## src/rtl/exti_pkg.sv

```systemverilog
// Package for the external interrupt edge controller.
// Holds the line and port counts, access codes and the result payload type.
// No dependencies.
`timescale 1ns / 1ps

package exti_pkg;

  localparam int LINE_COUNT = 16;
  localparam int PORT_COUNT = 11;

  // Register file always spans 16 lines; lines at or above LINE_COUNT read as zero.
  localparam int REG_W = 16;
  localparam int PORT_W = 4;
  localparam int IRQ_W = 7;
  localparam logic [REG_W-1:0] LINE_MASK = REG_W'((32'd1 << LINE_COUNT) - 32'd1);

  typedef enum logic [1:0] {
    MODE_TICK  = 2'd0,
    MODE_WRITE = 2'd1,
    MODE_READ  = 2'd2
  } mode_t;

  localparam logic [2:0] REG_MASK = 3'd0;
  localparam logic [2:0] REG_RISE = 3'd1;
  localparam logic [2:0] REG_FALL = 3'd2;
  localparam logic [2:0] REG_PEND = 3'd3;

  typedef struct packed {
    logic              sample;
    logic [PORT_W-1:0] port;
  } lane_ctl_t;

  typedef struct packed {
    logic [REG_W-1:0] read_data;
    logic [IRQ_W-1:0] irq_lines;
    logic             bad_access;
  } result_t;

endpackage

```

## src/rtl/exti_if.sv

```systemverilog
// Request and result channel interfaces of the external interrupt controller.
// Depends on exti_pkg for field widths.
`timescale 1ns / 1ps

interface exti_in_if;
  logic                      valid;
  logic                      ready;
  logic [1:0]                mode;
  logic [2:0]                reg_select;
  logic [exti_pkg::REG_W-1:0]  write_data;
  logic [exti_pkg::PORT_W-1:0] port_code;
  logic [exti_pkg::REG_W-1:0]  pin_levels;

  modport source (output valid, mode, reg_select, write_data, port_code, pin_levels,
                  input ready);
  modport sink (input valid, mode, reg_select, write_data, port_code, pin_levels,
                output ready);
endinterface

interface exti_out_if;
  logic                       valid;
  logic                       ready;
  logic [exti_pkg::REG_W-1:0] read_data;
  logic [exti_pkg::IRQ_W-1:0] irq_lines;
  logic                       bad_access;

  modport source (output valid, read_data, irq_lines, bad_access, input ready);
  modport sink (input valid, read_data, irq_lines, bad_access, output ready);
endinterface

```

## src/rtl/exti_lane.sv

```systemverilog
// One pin line: stored level and edge detection against the sampled port.
// Depends on exti_pkg.
`timescale 1ns / 1ps

module exti_lane (
  input  logic                        clk,
  input  logic                        rst_n,
  input  exti_pkg::lane_ctl_t         ctl,
  input  logic [exti_pkg::PORT_W-1:0] port_sel,
  input  logic                        pin,
  input  logic                        rise_en,
  input  logic                        fall_en,
  input  logic                        mask_en,
  output logic                        pend_set
);
  import exti_pkg::*;

  logic last_r;
  logic last_nxt;
  logic match;
  logic edge_hit;

  assign match    = ctl.sample && (port_sel == ctl.port);
  assign edge_hit = (!last_r && pin && rise_en) || (last_r && !pin && fall_en);
  assign pend_set = match && edge_hit && mask_en;
  assign last_nxt = match ? pin : last_r;

  always_ff @(posedge clk) begin
    if (!rst_n) begin
      last_r <= 1'b0;
    end else begin
      last_r <= last_nxt;
    end
  end

endmodule

```

## src/rtl/exti_merge.sv

```systemverilog
// Builds the pending register's next value from the lanes' requests or a clear
// and folds pending, unmasked lines into the grouped interrupt outputs.
// Depends on exti_pkg.
`timescale 1ns / 1ps

module exti_merge (
  input  logic [exti_pkg::REG_W-1:0] pend_r,
  input  logic [exti_pkg::REG_W-1:0] lane_set,
  input  logic                       clr_en,
  input  logic [exti_pkg::REG_W-1:0] clr_bits,
  input  logic [exti_pkg::REG_W-1:0] mask_nxt,
  output logic [exti_pkg::REG_W-1:0] pend_nxt,
  output logic [exti_pkg::IRQ_W-1:0] irq_lines
);
  import exti_pkg::*;

  logic [REG_W-1:0] active;

  always_comb begin
    if (clr_en) begin
      pend_nxt = pend_r & ~clr_bits & LINE_MASK;
    end else begin
      pend_nxt = (pend_r | lane_set) & LINE_MASK;
    end
  end

  assign active    = pend_nxt & mask_nxt & LINE_MASK;
  assign irq_lines = {|active[15:10], |active[9:5], active[4:0]};

endmodule

```

## src/rtl/external_interrupt_edge_controller.sv

```systemverilog
// Channel    Dir  Handshake      Payload
// in_ch      in   valid/ready    mode, reg_select, write_data, port_code, pin_levels
// out_ch     out  valid/ready    read_data, irq_lines, bad_access
//
// Each request updates the state at the edge it is accepted, and its result is
// registered; one request per cycle is sustained while out_ch takes results.
// The result register plus a one-entry skid stage decouple the two sides, so
// in_ch.ready drops only when both hold a result that out_ch has not taken.
// Synchronous active-low reset clears lane levels and all but the result data.
// Depends on exti_pkg, exti_if, exti_lane and exti_merge.
`timescale 1ns / 1ps

module external_interrupt_edge_controller (
  input logic         clk,
  input logic         rst_n,
  exti_in_if.sink     in_ch,
  exti_out_if.source  out_ch
);
  import exti_pkg::*;

  logic [REG_W-1:0]  mask_r, mask_nxt;
  logic [REG_W-1:0]  rise_r, rise_nxt;
  logic [REG_W-1:0]  fall_r, fall_nxt;
  logic [REG_W-1:0]  pend_r, pend_nxt;
  logic [PORT_W-1:0] port_r [REG_W];

  logic              in_fire;
  logic              out_fire;
  mode_t             mode;
  logic              is_tick;
  logic              is_write;
  logic              port_ok;
  lane_ctl_t         ctl;
  logic [REG_W-1:0]  lane_set;
  logic              clr_en;
  logic [IRQ_W-1:0]  irq;
  logic [REG_W-1:0]  rd;
  result_t           res;

  result_t           out_r;
  logic              out_v_r;
  result_t           skid_r;
  logic              skid_v_r;

  assign in_fire  = in_ch.valid && in_ch.ready;
  assign out_fire = out_v_r && out_ch.ready;
  assign mode     = mode_t'(in_ch.mode);
  assign is_tick  = in_fire && (mode == MODE_TICK);
  assign is_write = in_fire && (mode == MODE_WRITE);
  assign port_ok  = {1'b0, in_ch.port_code} < 5'(PORT_COUNT);

  assign ctl.sample = is_tick && port_ok;
  assign ctl.port   = in_ch.port_code;

  for (genvar n = 0; n < REG_W; n++) begin : g_lane
    if (n < LINE_COUNT) begin : g_on
      exti_lane u_lane (
        .clk      (clk),
        .rst_n    (rst_n),
        .ctl      (ctl),
        .port_sel (port_r[n]),
        .pin      (in_ch.pin_levels[n]),
        .rise_en  (rise_r[n]),
        .fall_en  (fall_r[n]),
        .mask_en  (mask_r[n]),
        .pend_set (lane_set[n])
      );
    end else begin : g_off
      assign lane_set[n] = 1'b0;
    end
  end

  always_comb begin
    mask_nxt = mask_r;
    rise_nxt = rise_r;
    fall_nxt = fall_r;
    if (is_write) begin
      unique case (in_ch.reg_select)
        REG_MASK: mask_nxt = in_ch.write_data & LINE_MASK;
        REG_RISE: rise_nxt = in_ch.write_data & LINE_MASK;
        REG_FALL: fall_nxt = in_ch.write_data & LINE_MASK;
        default:  ;
      endcase
    end
  end

  assign clr_en = is_write && (in_ch.reg_select == REG_PEND);

  exti_merge u_merge (
    .pend_r    (pend_r),
    .lane_set  (lane_set),
    .clr_en    (clr_en),
    .clr_bits  (in_ch.write_data),
    .mask_nxt  (mask_nxt),
    .pend_nxt  (pend_nxt),
    .irq_lines (irq)
  );

  always_comb begin
    rd = '0;
    if (mode == MODE_READ) begin
      unique case (in_ch.reg_select)
        REG_MASK: rd = mask_r;
        REG_RISE: rd = rise_r;
        REG_FALL: rd = fall_r;
        REG_PEND: rd = pend_r;
        default: begin
          for (int k = 0; k < 4; k++) begin
            rd[PORT_W*k +: PORT_W] = port_r[{in_ch.reg_select[1:0], 2'(k)}];
          end
        end
      endcase
    end
  end

  assign res.read_data  = rd;
  assign res.irq_lines  = irq;
  assign res.bad_access = (mode == MODE_TICK) && !port_ok;

  always_ff @(posedge clk) begin
    if (!rst_n) begin
      mask_r <= '0;
      rise_r <= '0;
      fall_r <= '0;
      pend_r <= '0;
      for (int n = 0; n < REG_W; n++) begin
        port_r[n] <= '0;
      end
    end else begin
      mask_r <= mask_nxt;
      rise_r <= rise_nxt;
      fall_r <= fall_nxt;
      pend_r <= pend_nxt;
      // Port select words are stored whole, codes beyond the last port included.
      if (is_write && in_ch.reg_select[2]) begin
        for (int k = 0; k < 4; k++) begin
          port_r[{in_ch.reg_select[1:0], 2'(k)}] <= in_ch.write_data[PORT_W*k +: PORT_W];
        end
      end
    end
  end

  // Result register with a skid entry behind it.
  always_ff @(posedge clk) begin
    if (!rst_n) begin
      out_v_r  <= 1'b0;
      skid_v_r <= 1'b0;
    end else begin
      if (out_fire) begin
        if (skid_v_r) begin
          out_r    <= skid_r;
          skid_v_r <= 1'b0;
        end else if (in_fire) begin
          out_r <= res;
        end else begin
          out_v_r <= 1'b0;
        end
      end else if (in_fire) begin
        if (!out_v_r) begin
          out_r   <= res;
          out_v_r <= 1'b1;
        end else begin
          skid_r   <= res;
          skid_v_r <= 1'b1;
        end
      end
    end
  end

  assign in_ch.ready       = !skid_v_r;
  assign out_ch.valid      = out_v_r;
  assign out_ch.read_data  = out_r.read_data;
  assign out_ch.irq_lines  = out_r.irq_lines;
  assign out_ch.bad_access = out_r.bad_access;

`ifndef SYNTH
  a_skid_behind_out: assert property (@(posedge clk) disable iff (!rst_n)
    skid_v_r |-> out_v_r)
    else $error("skid entry held while result register is empty");

  a_bad_tick_no_change: assert property (@(posedge clk) disable iff (!rst_n)
    (is_tick && !port_ok) |=> (pend_r == $past(pend_r)))
    else $error("pending changed on a tick with an invalid port");

  a_tick_respects_mask: assert property (@(posedge clk) disable iff (!rst_n)
    is_tick |=> ((pend_r & ~$past(pend_r) & ~$past(mask_r)) == '0))
    else $error("masked line became pending on a tick");

  a_no_phantom_lines: assert property (@(posedge clk) disable iff (!rst_n)
    ((pend_r | mask_r | rise_r | fall_r) & ~LINE_MASK) == '0)
    else $error("state bit set for a nonexistent line");
`endif

endmodule
```

## src/flat_wrapper.sv

```systemverilog
// flat-port wrapper written by rule: the top's interface ports become plain ports
module external_interrupt_edge_controller_flat import exti_pkg::*;
  (clk, rst_n, in_ch_valid, in_ch_mode, in_ch_reg_select, in_ch_write_data, in_ch_port_code, in_ch_pin_levels, in_ch_ready, out_ch_valid, out_ch_read_data, out_ch_irq_lines, out_ch_bad_access, out_ch_ready);
  exti_in_if in_ch_i ();
  exti_out_if out_ch_i ();
  input logic clk;
  input logic rst_n;
  input wire logic [$bits(in_ch_i.valid)-1:0] in_ch_valid;
  input wire logic [$bits(in_ch_i.mode)-1:0] in_ch_mode;
  input wire logic [$bits(in_ch_i.reg_select)-1:0] in_ch_reg_select;
  input wire logic [$bits(in_ch_i.write_data)-1:0] in_ch_write_data;
  input wire logic [$bits(in_ch_i.port_code)-1:0] in_ch_port_code;
  input wire logic [$bits(in_ch_i.pin_levels)-1:0] in_ch_pin_levels;
  output wire logic [$bits(in_ch_i.ready)-1:0] in_ch_ready;
  output wire logic [$bits(out_ch_i.valid)-1:0] out_ch_valid;
  output wire logic [$bits(out_ch_i.read_data)-1:0] out_ch_read_data;
  output wire logic [$bits(out_ch_i.irq_lines)-1:0] out_ch_irq_lines;
  output wire logic [$bits(out_ch_i.bad_access)-1:0] out_ch_bad_access;
  input wire logic [$bits(out_ch_i.ready)-1:0] out_ch_ready;
  assign in_ch_i.valid = in_ch_valid;
  assign in_ch_i.mode = in_ch_mode;
  assign in_ch_i.reg_select = in_ch_reg_select;
  assign in_ch_i.write_data = in_ch_write_data;
  assign in_ch_i.port_code = in_ch_port_code;
  assign in_ch_i.pin_levels = in_ch_pin_levels;
  assign in_ch_ready = in_ch_i.ready;
  assign out_ch_valid = out_ch_i.valid;
  assign out_ch_read_data = out_ch_i.read_data;
  assign out_ch_irq_lines = out_ch_i.irq_lines;
  assign out_ch_bad_access = out_ch_i.bad_access;
  assign out_ch_i.ready = out_ch_ready;
  external_interrupt_edge_controller u_core (.clk(clk), .rst_n(rst_n), .in_ch(in_ch_i), .out_ch(out_ch_i));
endmodule
```

## config.mk

```make
export PLATFORM = sky130hd
export DESIGN_NAME = external_interrupt_edge_controller_flat
export DESIGN_NICKNAME = d
export VERILOG_FILES = /design/src/rtl/exti_pkg.sv /design/src/rtl/exti_if.sv /design/src/rtl/exti_lane.sv /design/src/rtl/exti_merge.sv /design/src/rtl/external_interrupt_edge_controller.sv /design/src/flat_wrapper.sv
export SDC_FILE = /design/constraint.sdc
export NUM_CORES = 1
export LEC_CHECK = 0
export ABC_AREA = 1
export BUFFER_PORTS_ARGS = -buffer_cell sky130_fd_sc_hd__buf_2
export CELL_PAD_IN_SITES_DETAIL_PLACEMENT = 0
export CELL_PAD_IN_SITES_GLOBAL_PLACEMENT = 1
export CORE_ASPECT_RATIO = 1.5
export CORE_MARGIN = 2
export CORE_UTILIZATION = 40
export CTS_BUF_LIST = sky130_fd_sc_hd__clkbuf_4 sky130_fd_sc_hd__clkbuf_8 sky130_fd_sc_hd__clkbuf_16
export CTS_CLUSTER_DIAMETER = 50
export DETAILED_ROUTE_END_ITERATION = 12
export PLACE_DENSITY_LB_ADDON = 0.1
export SLEW_MARGIN = 0
export SYNTH_ARGS = -nofsm -noshare
export SYNTH_HDL_FRONTEND = slang
export SYNTH_SLANG_ARGS = --single-unit
```

## constraint.sdc

```tcl
create_clock -name clk -period 4 [get_ports clk]
set_input_delay 0.8 -clock clk [delete_from_list [all_inputs] [get_ports clk]]
set_output_delay 0.8 -clock clk [all_outputs]
set_load 0.01 [all_outputs]
```

==> reports/qor.yml, run 1 <==
global_routing:
  grt_pass1_wl_um: 46600
  antenna_found_initial: 1
  grt_usage_pct: 26.3
  grt_max_degree: 57
  grt_pass1_vias: 7582
  overflow: 0
place:
  place_area_um2: 10100
  io_buffers: 70
  gp_congestion: 0.852
  place_inst: 1467
  place_hpwl_um: 22500
floorplan:
  die_h_um: 192
  num_io_pins: 71
  core_area_um2: 23100
  start_util_pct: 40.8
  die_w_um: 129
  rows: 68
  dieArea_um2: 24800
layout:
  drive_gt1_share_pct: 13.0
  final_cell_area_um2: 10600
  n_antenna_cell: 0
  layout.nets: 1217
  instances_no_fill: 1499
  utilization_pct: 46.2
  syn_to_final_growth_pct: 13.2
sta:
  finalSetupTns_ns: 0
  setup_viol_count_final: 0
  fmax_mhz: 380
  rsz0062_at_grt: "false"
  fin_crit_ns: 2.63
  fin_crit_sh_pct: 65.8
  maxSlewViolCount: 0
  final_hold_viol_count: 0
  skew_ns: 0.0114
  slew_headroom_pct: 54.1
  worstMarginPinSlew_ns: 0.688
logic_synthesis:
  yosysWarnings: 0
  ys_ff_latch: 194
  synth_top_area_cell: "edfxtp_1"
  syn_area_um2: 9400
  async_reset_ff_share_pct: 0
  yosysSeqAreaShare_pct: 53.2
  synth.area.top_cells: "edfxtp_1 (36%), dfxtp_1 (17%), nand2_1 (9.3%), nor2_1 (6.3%), inv_1 (4.2%)"
  yosysMostFrequentCell: "nand2_1"
  synth_edf_count: 112
  synth_area_per_cell_um2: 8.47
  syn_inst: 1110
  synth_nets: 1156
  synth.distinct_cells: 42
  yosys.area.top_type_share_pct: 35.8
  synthTopCellsByCount: "nand2_1 (232), nor2_1 (159), edfxtp_1 (112)"
  ys.flop_type: "edfxtp_1"
drt:
  drc_errors: 0
  drt_iter0_markers: 624
  first_pass_iters: 5
  routed_via_density: 5.21
  vias: 7812
  wl_um: 31500
  ant_nets: 0
  avgRoutedWirePerCell_um: 21.0
pwr:
  intPower_mw: 3.21
  leakage_nw: 4.29
  pwr-share-comb_pct: 9.3
  p_clk_share_pct: 39.3
  power_switching_mw: 1.06
  vdd_drop_max_uv: 305
  power_density_nw_per_um2: 401
  swShare_pct: 24.9
  seq_power_share_pct: 51.4
clock_network:
  cts_resized: 0
  path_clk_slew_ns: 0.07
  cts_tree: "yes"
  cts_sinks: 194
  cts_hold_buf: 0
  clk_latency_ns: 0.45
  numCtsBuffers: 17
  clockRootBuffer: "clkbuf_16"
  post_cts_buffers: 0
  clock_path_buffers: 2
  htree_levels: 4
worst_hold_path:
  hold_class: "register to register"
setup_path:
  worst_ep_arrival_time_ns: 2.84
  crit_type: "input pin to register"
  start_kind: "input pin"
  crit_required_ns: 4.21
  worstPathMaxFanout: 32
  end_kind: "register"
flow_run:
  cap_violations: 0
run_status:
  status: "finished, final reports clean"
worst paths after layout:
kind / start / slack (ns) / depth (start not counted) / end
worst min register to register: u_core.g_lane[12].g_on.u_lane.last_r / 0.47 / 2 / u_core.g_lane[12].g_on.u_lane.last_r
worst max register to register: u_core.skid_v_r / 1.74 / 11 / u_core.out_ch.irq_lines[6]
worst max-delay path: in_ch_reg_select[1] / 1.37 / 13 / u_core.out_ch.irq_lines[6]
worst min-delay path: u_core.g_lane[12].g_on.u_lane.last_r / 0.47 / 2 / u_core.g_lane[12].g_on.u_lane.last_r
flip-flops by register name, indices dropped and copies added, names as in the netlist:
signal / flops
u_core.fall_r: 16
u_core.g_lane.g_on.u_lane.last_r: 16
u_core.mask_r: 16
u_core.out_ch.bad_access: 1
u_core.out_ch.irq_lines: 7
u_core.out_ch.read_data: 16
u_core.out_ch.valid: 1
u_core.pend_r: 16
u_core.port_r: 64
u_core.rise_r: 16
u_core.skid_r: 24
u_core.skid_v_r: 1
final cells by class:
| cell class | instances | area (um2) |
|---|---|---|
| Timing Repair Buffer | 91 | 508 |
| Clock buffer | 25 | 504 |
| Multi-Input combinational cell | 752 | 3740 |
| Tap cell | 315 | 394 |
| Clock inverter | 7 | 60.1 |
| Inverter | 115 | 434 |
| Fill cell | 2329 | 12400 |
| Sequential cell | 194 | 5000 |
layer usage:
layer | up-vias | part of all wire (%) | track usage [%]
met5 | - | 0.038 | 0
met4 | 2 | 7.0 | 17.6
met3 | 74 | 4.4 | 5.01
met2 | 220 | 49 | 44.2
met1 | 3668 | 39 | 30.1
li1 | 3848 | - | -
cell families after synthesis:
| kind of cell | Yosys count | share of synthesized area, % |
|---|---|---|
| xor+xnor | 45 | 4.19 |
| compound gates | 233 | 14.5 |
| simple gates | 473 | 20.9 |
| flops | 194 | 53.2 |
| buf+inv | 164 | 7.15 |
| fa+ha+maj | 1 | 0.133 |
critical path, stage by stage:
cell	delay [ns]
buf_2	0.13
nor2_2	0.12
buf_4	0.23
inv_2	0.06
nor2_2	0.23
nand2_2	0.45
o21a_1	0.35
nand2_1	0.07
nand2_1	0.04
nor2_1	0.09
nand2_1	0.12
nand2_1	0.08
nand2_1	0.05
power groups by stage:
stage | combinational (mW) | sequential [mW] | clock [mW]
3_5_place_dp | 0.399 | 2.24 | 0
6_report | 0.395 | 2.20 | 1.68
5_1_grt | 0.431 | 2.20 | 1.77
3_3_place_gp | 0.399 | 2.24 | 0
4_1_cts | 0.400 | 2.20 | 1.70
2_1_floorplan | 0.226 | 2.24 | 0
metrics by stage:
step / hold slack (ns) / power [mW] / setup slack [ns]
6_report: 0.473 / 4.27 / 1.37
5_1_grt: 0.505 / 4.41 / 1.19
4_1_cts: 0.476 / 4.30 / 1.40
3_5_place_dp: 0.465 / 2.64 / 0.940
3_3_place_gp: 0.459 / 2.64 / 0.991
2_1_floorplan: 0.444 / 2.46 / 0.592
cells in the final DEF, fill, tap and decap left out, drive strengths merged, types with 2 or more instances in the layout:
| cell type | Yosys | layout |
|---|---|---|
| clkbuf | 22 | 25 |
| nor2 | 164 | 164 |
| nand4 | 12 | 12 |
| clkinv | 0 | 6 |
| o21ai | 80 | 80 |
| a211oi | 26 | 26 |
| o211ai | 8 | 8 |
| nand3b | 4 | 4 |
| o31ai | 2 | 2 |
| nand3 | 47 | 47 |
| nand2 | 237 | 237 |
| edfxtp | 112 | 112 |
| inv | 115 | 115 |
| a22oi | 2 | 2 |
| a311oi | 4 | 4 |
| xnor2 | 25 | 25 |
| nor3 | 6 | 6 |
| xor2 | 20 | 20 |
| a21oi | 67 | 67 |
| buf | 27 | 91 |
| o21a | 6 | 6 |
| a32oi | 4 | 4 |
| or2 | 3 | 3 |
| o22ai | 31 | 31 |
| dfxtp | 82 | 82 |
Power figures use the tool's default switching activity.
==> inputs of run 2 (changes only) <==
==> constraint.sdc (replaced) <==
create_clock -name clk -period 2.6 [get_ports clk]
set_input_delay 0.52 -clock clk [delete_from_list [all_inputs] [get_ports clk]]
set_output_delay 0.52 -clock clk [all_outputs]
set_load 0.01 [all_outputs]
==> run 2 against run 1 <==
Effect of this change:
- register-to-register slack lost 1.2 ns
- routed wire length increased by 0.31%
- sequential share of layout area is 1.4 points lower
- setup slack got worse by 0.81 ns
- total power is 60% higher
- hold slack got worse by 0.15 ns
- cell count up 2.1%
- die area did not move
- core utilization up 1.4 points
- sequential power is 54% higher
- largest cell class unchanged
- highest routed layer is now met4
==> reports/qor.yml, run 2 (synthesized netlist as in run 1, its figures left out) <==
run_status:
  status: "finished, final reports clean"
drt:
  wl_um: 31600  # +0.31%
  avgRoutedWirePerCell_um: 20.6  # -1.7%
  ant_nets: 0  # unchanged
  vias: 7927  # +1.5%
  routed_via_density: 5.18  # -0.58%
  drc_errors: 0  # unchanged
  first_pass_iters: 5  # unchanged
  drt_iter0_markers: 681  # +9.1%
setup_path:
  crit_required_ns: 2.75  # -1.46 ns
  start_kind: "register"
  end_kind: "register"
  regToRegSetupSlack_ns: 0.56  # -1.18 ns
  worst_ep_arrival_time_ns: 2.19  # -0.65 ns
  crit_chain: "nor2_1 -> nand3_2 -> nor3_2 -> nand2_1 -> nand2_1 -> buf_12"
  reg2reg_depth: 6  # -5
  r2r_start: "u_core.skid_v_r"
  max_stage_delay_ns: 0.37  # -0.08 ns
  path_common_cell: "nand2_1"
  crit_type: "register to register"
  worstPathMaxFanout: 12  # -63%
  critPathLaunch: "u_core.skid_v_r"
  critical-path-slowest-cell: "nor3_2"
  r2r-end: "u_core.port_r[1][7]"
  crit_end: "u_core.port_r[1][7]"
sta:
  fmax_mhz: 490
  maxSlewViolCount: 0  # unchanged
  slew_headroom_pct: 55.2  # +1.1 points
  setup_viol_count_final: 0  # unchanged
  fin_crit_ns: 2.04
  skew_ns: 0.0105  # -0.000935 ns
  worst_slack_ns: 0.560  # -0.808 ns
  worstMarginPinSlew_ns: 0.672  # -0.0161 ns
  final_hold_viol_count: 0  # unchanged
  whs_ns: 0.327  # -0.146 ns
  finalSetupTns_ns: 0  # unchanged
  fin_crit_sh_pct: 78.5
  rsz0062_at_grt: "false"
clock_network:
  clk_latency_ns: 0.45  # about the same
  post_cts_buffers: 0  # unchanged
  cts_sinks: 194  # unchanged
  path_clk_slew_ns: 0.07  # about the same
  numCtsBuffers: 17  # unchanged
  clock_path_buffers: 2  # unchanged
  cts_resized: 0  # unchanged
  cts_hold_buf: 0  # unchanged
  cts_tree: "yes"
  clockRootBuffer: "clkbuf_16"
  htree_levels: 4  # unchanged
worst_hold_path:
  hold_class: "input pin to register"
layout:
  top_regs: "u_core.port_r: 64 flops, u_core.skid_r: 24 flops"
  layout_common_cells: "nand2_1 (232), nor2_1 (157), edfxtp_1 (112)"
  n_antenna_cell: 0  # unchanged
  largest_register: "u_core.port_r"
  n_fill_cell: 2291  # -1.6%
  largest_reg_flops: 64  # unchanged
  layout.nets: 1248  # +2.5%
  syn_to_final_growth_pct: 16.8
  layout_commonest_cell: "nand2_1"
  drive_gt1_share_pct: 15.1  # +2.1 points
floorplan:
  core_area_um2: 23100  # unchanged
  start_util_pct: 40.8  # unchanged
  die_h_um: 192  # unchanged
  dieArea_um2: 24800  # unchanged
  die_w_um: 129  # unchanged
  num_io_pins: 71  # unchanged
  rows: 68  # unchanged
place:
  place_hpwl_um: 23600  # +4.5%
  gp_congestion: 0.893  # +4.8%
  dp_slack_ns: 0.260  # -0.681 ns
  io_buffers: 70  # unchanged
pwr:
  leakage_nw: 4.47  # +4.2%
  vdd_drop_max_uv: 456  # +49%
  power_density_nw_per_um2: 620  # +55%
global_routing:
  grt_usage_pct: 26.5  # +0.24 points
  grt_max_degree: 56  # -1.8%
  antenna_found_initial: 0  # -1
  overflow: 0  # unchanged
  grt_pass1_wl_um: 47800  # +2.4%
  grt_pass1_vias: 7732  # +2.0%
flow_run:
  cap_violations: 0  # unchanged
[run 2: how the worst min path moves through the flow]
| stage | startpoint | endpoint | slack [ns] | cells after the start |
|---|---|---|---|---|
| final | out_ch_ready | u_core.out_ch.valid | 0.33 | 2 |
| after global routing | out_ch_ready | u_core.out_ch.valid | 0.34 | 2 |
| after CTS | out_ch_ready | u_core.out_ch.valid | 0.32 | 2 |
| after detailed placement | u_core.g_lane[11].g_on.u_lane.last_r | u_core.g_lane[11].g_on.u_lane.last_r | 0.47 | 2 |
| after global placement | u_core.g_lane[12].g_on.u_lane.last_r | u_core.g_lane[12].g_on.u_lane.last_r | 0.46 | 2 |
| after floorplan | u_core.g_lane[12].g_on.u_lane.last_r | u_core.g_lane[12].g_on.u_lane.last_r | 0.44 | 2 |
[run 2: layer usage]
metal | share of wire (%) | up-vias | track usage (%) | routed length (um)
met5 | 0 | - | 0 | 0
met1 | 40 | 3743 | 30.9 | 12700
met3 | 3.9 | 45 | 3.62 | 1240
met4 | 4.1 | 0 | 12.1 | 1300
li1 | - | 3913 | - | -
met2 | 52 | 226 | 47.7 | 16400
[run 2: area by class of cell]
cell class	instances	area [um2]	share of cell area, %
clock buffer	20	467	4.25
clock inverter	12	155	1.41
inverter	115	434	3.95
multi-input combinational	752	3750	34.1
sequential	194	5000	45.6
tap	315	394	3.59
timing repair buffer	122	778	7.09
[run 2: power breakdown]
part           internal [mW]  leakage [nW]  switching (mW)
Combinational          0.204          2.40           0.446
Sequential              3.32          1.77          0.0505
Clock                   1.59         0.300            1.20
[run 2: stage by stage]
| step | utilization [%] | area, um2 | cells | total power, mW |
|---|---|---|---|---|
| final | 47.6 | 11000 | 1530 | 6.81 |
| after global placement | 44.9 | 10400 | 1498 | 4.10 |
| after floorplan | - | 9410 | 1110 | 3.79 |
| after global routing | 47.6 | 11000 | 1530 | 7.02 |
| after detailed placement | 44.9 | 10400 | 1498 | 4.10 |
| after CTS | 47.6 | 11000 | 1530 | 6.86 |
[run 2: critical path: cells and delay by family, from the launching register on]
| kind | cells | cell delay [ns] |
|---|---|---|
| DFF | 1 | 0.33 |
| buffers and inverters | 1 | 0.20 |
| and+or+nand+nor | 5 | 1.20 |
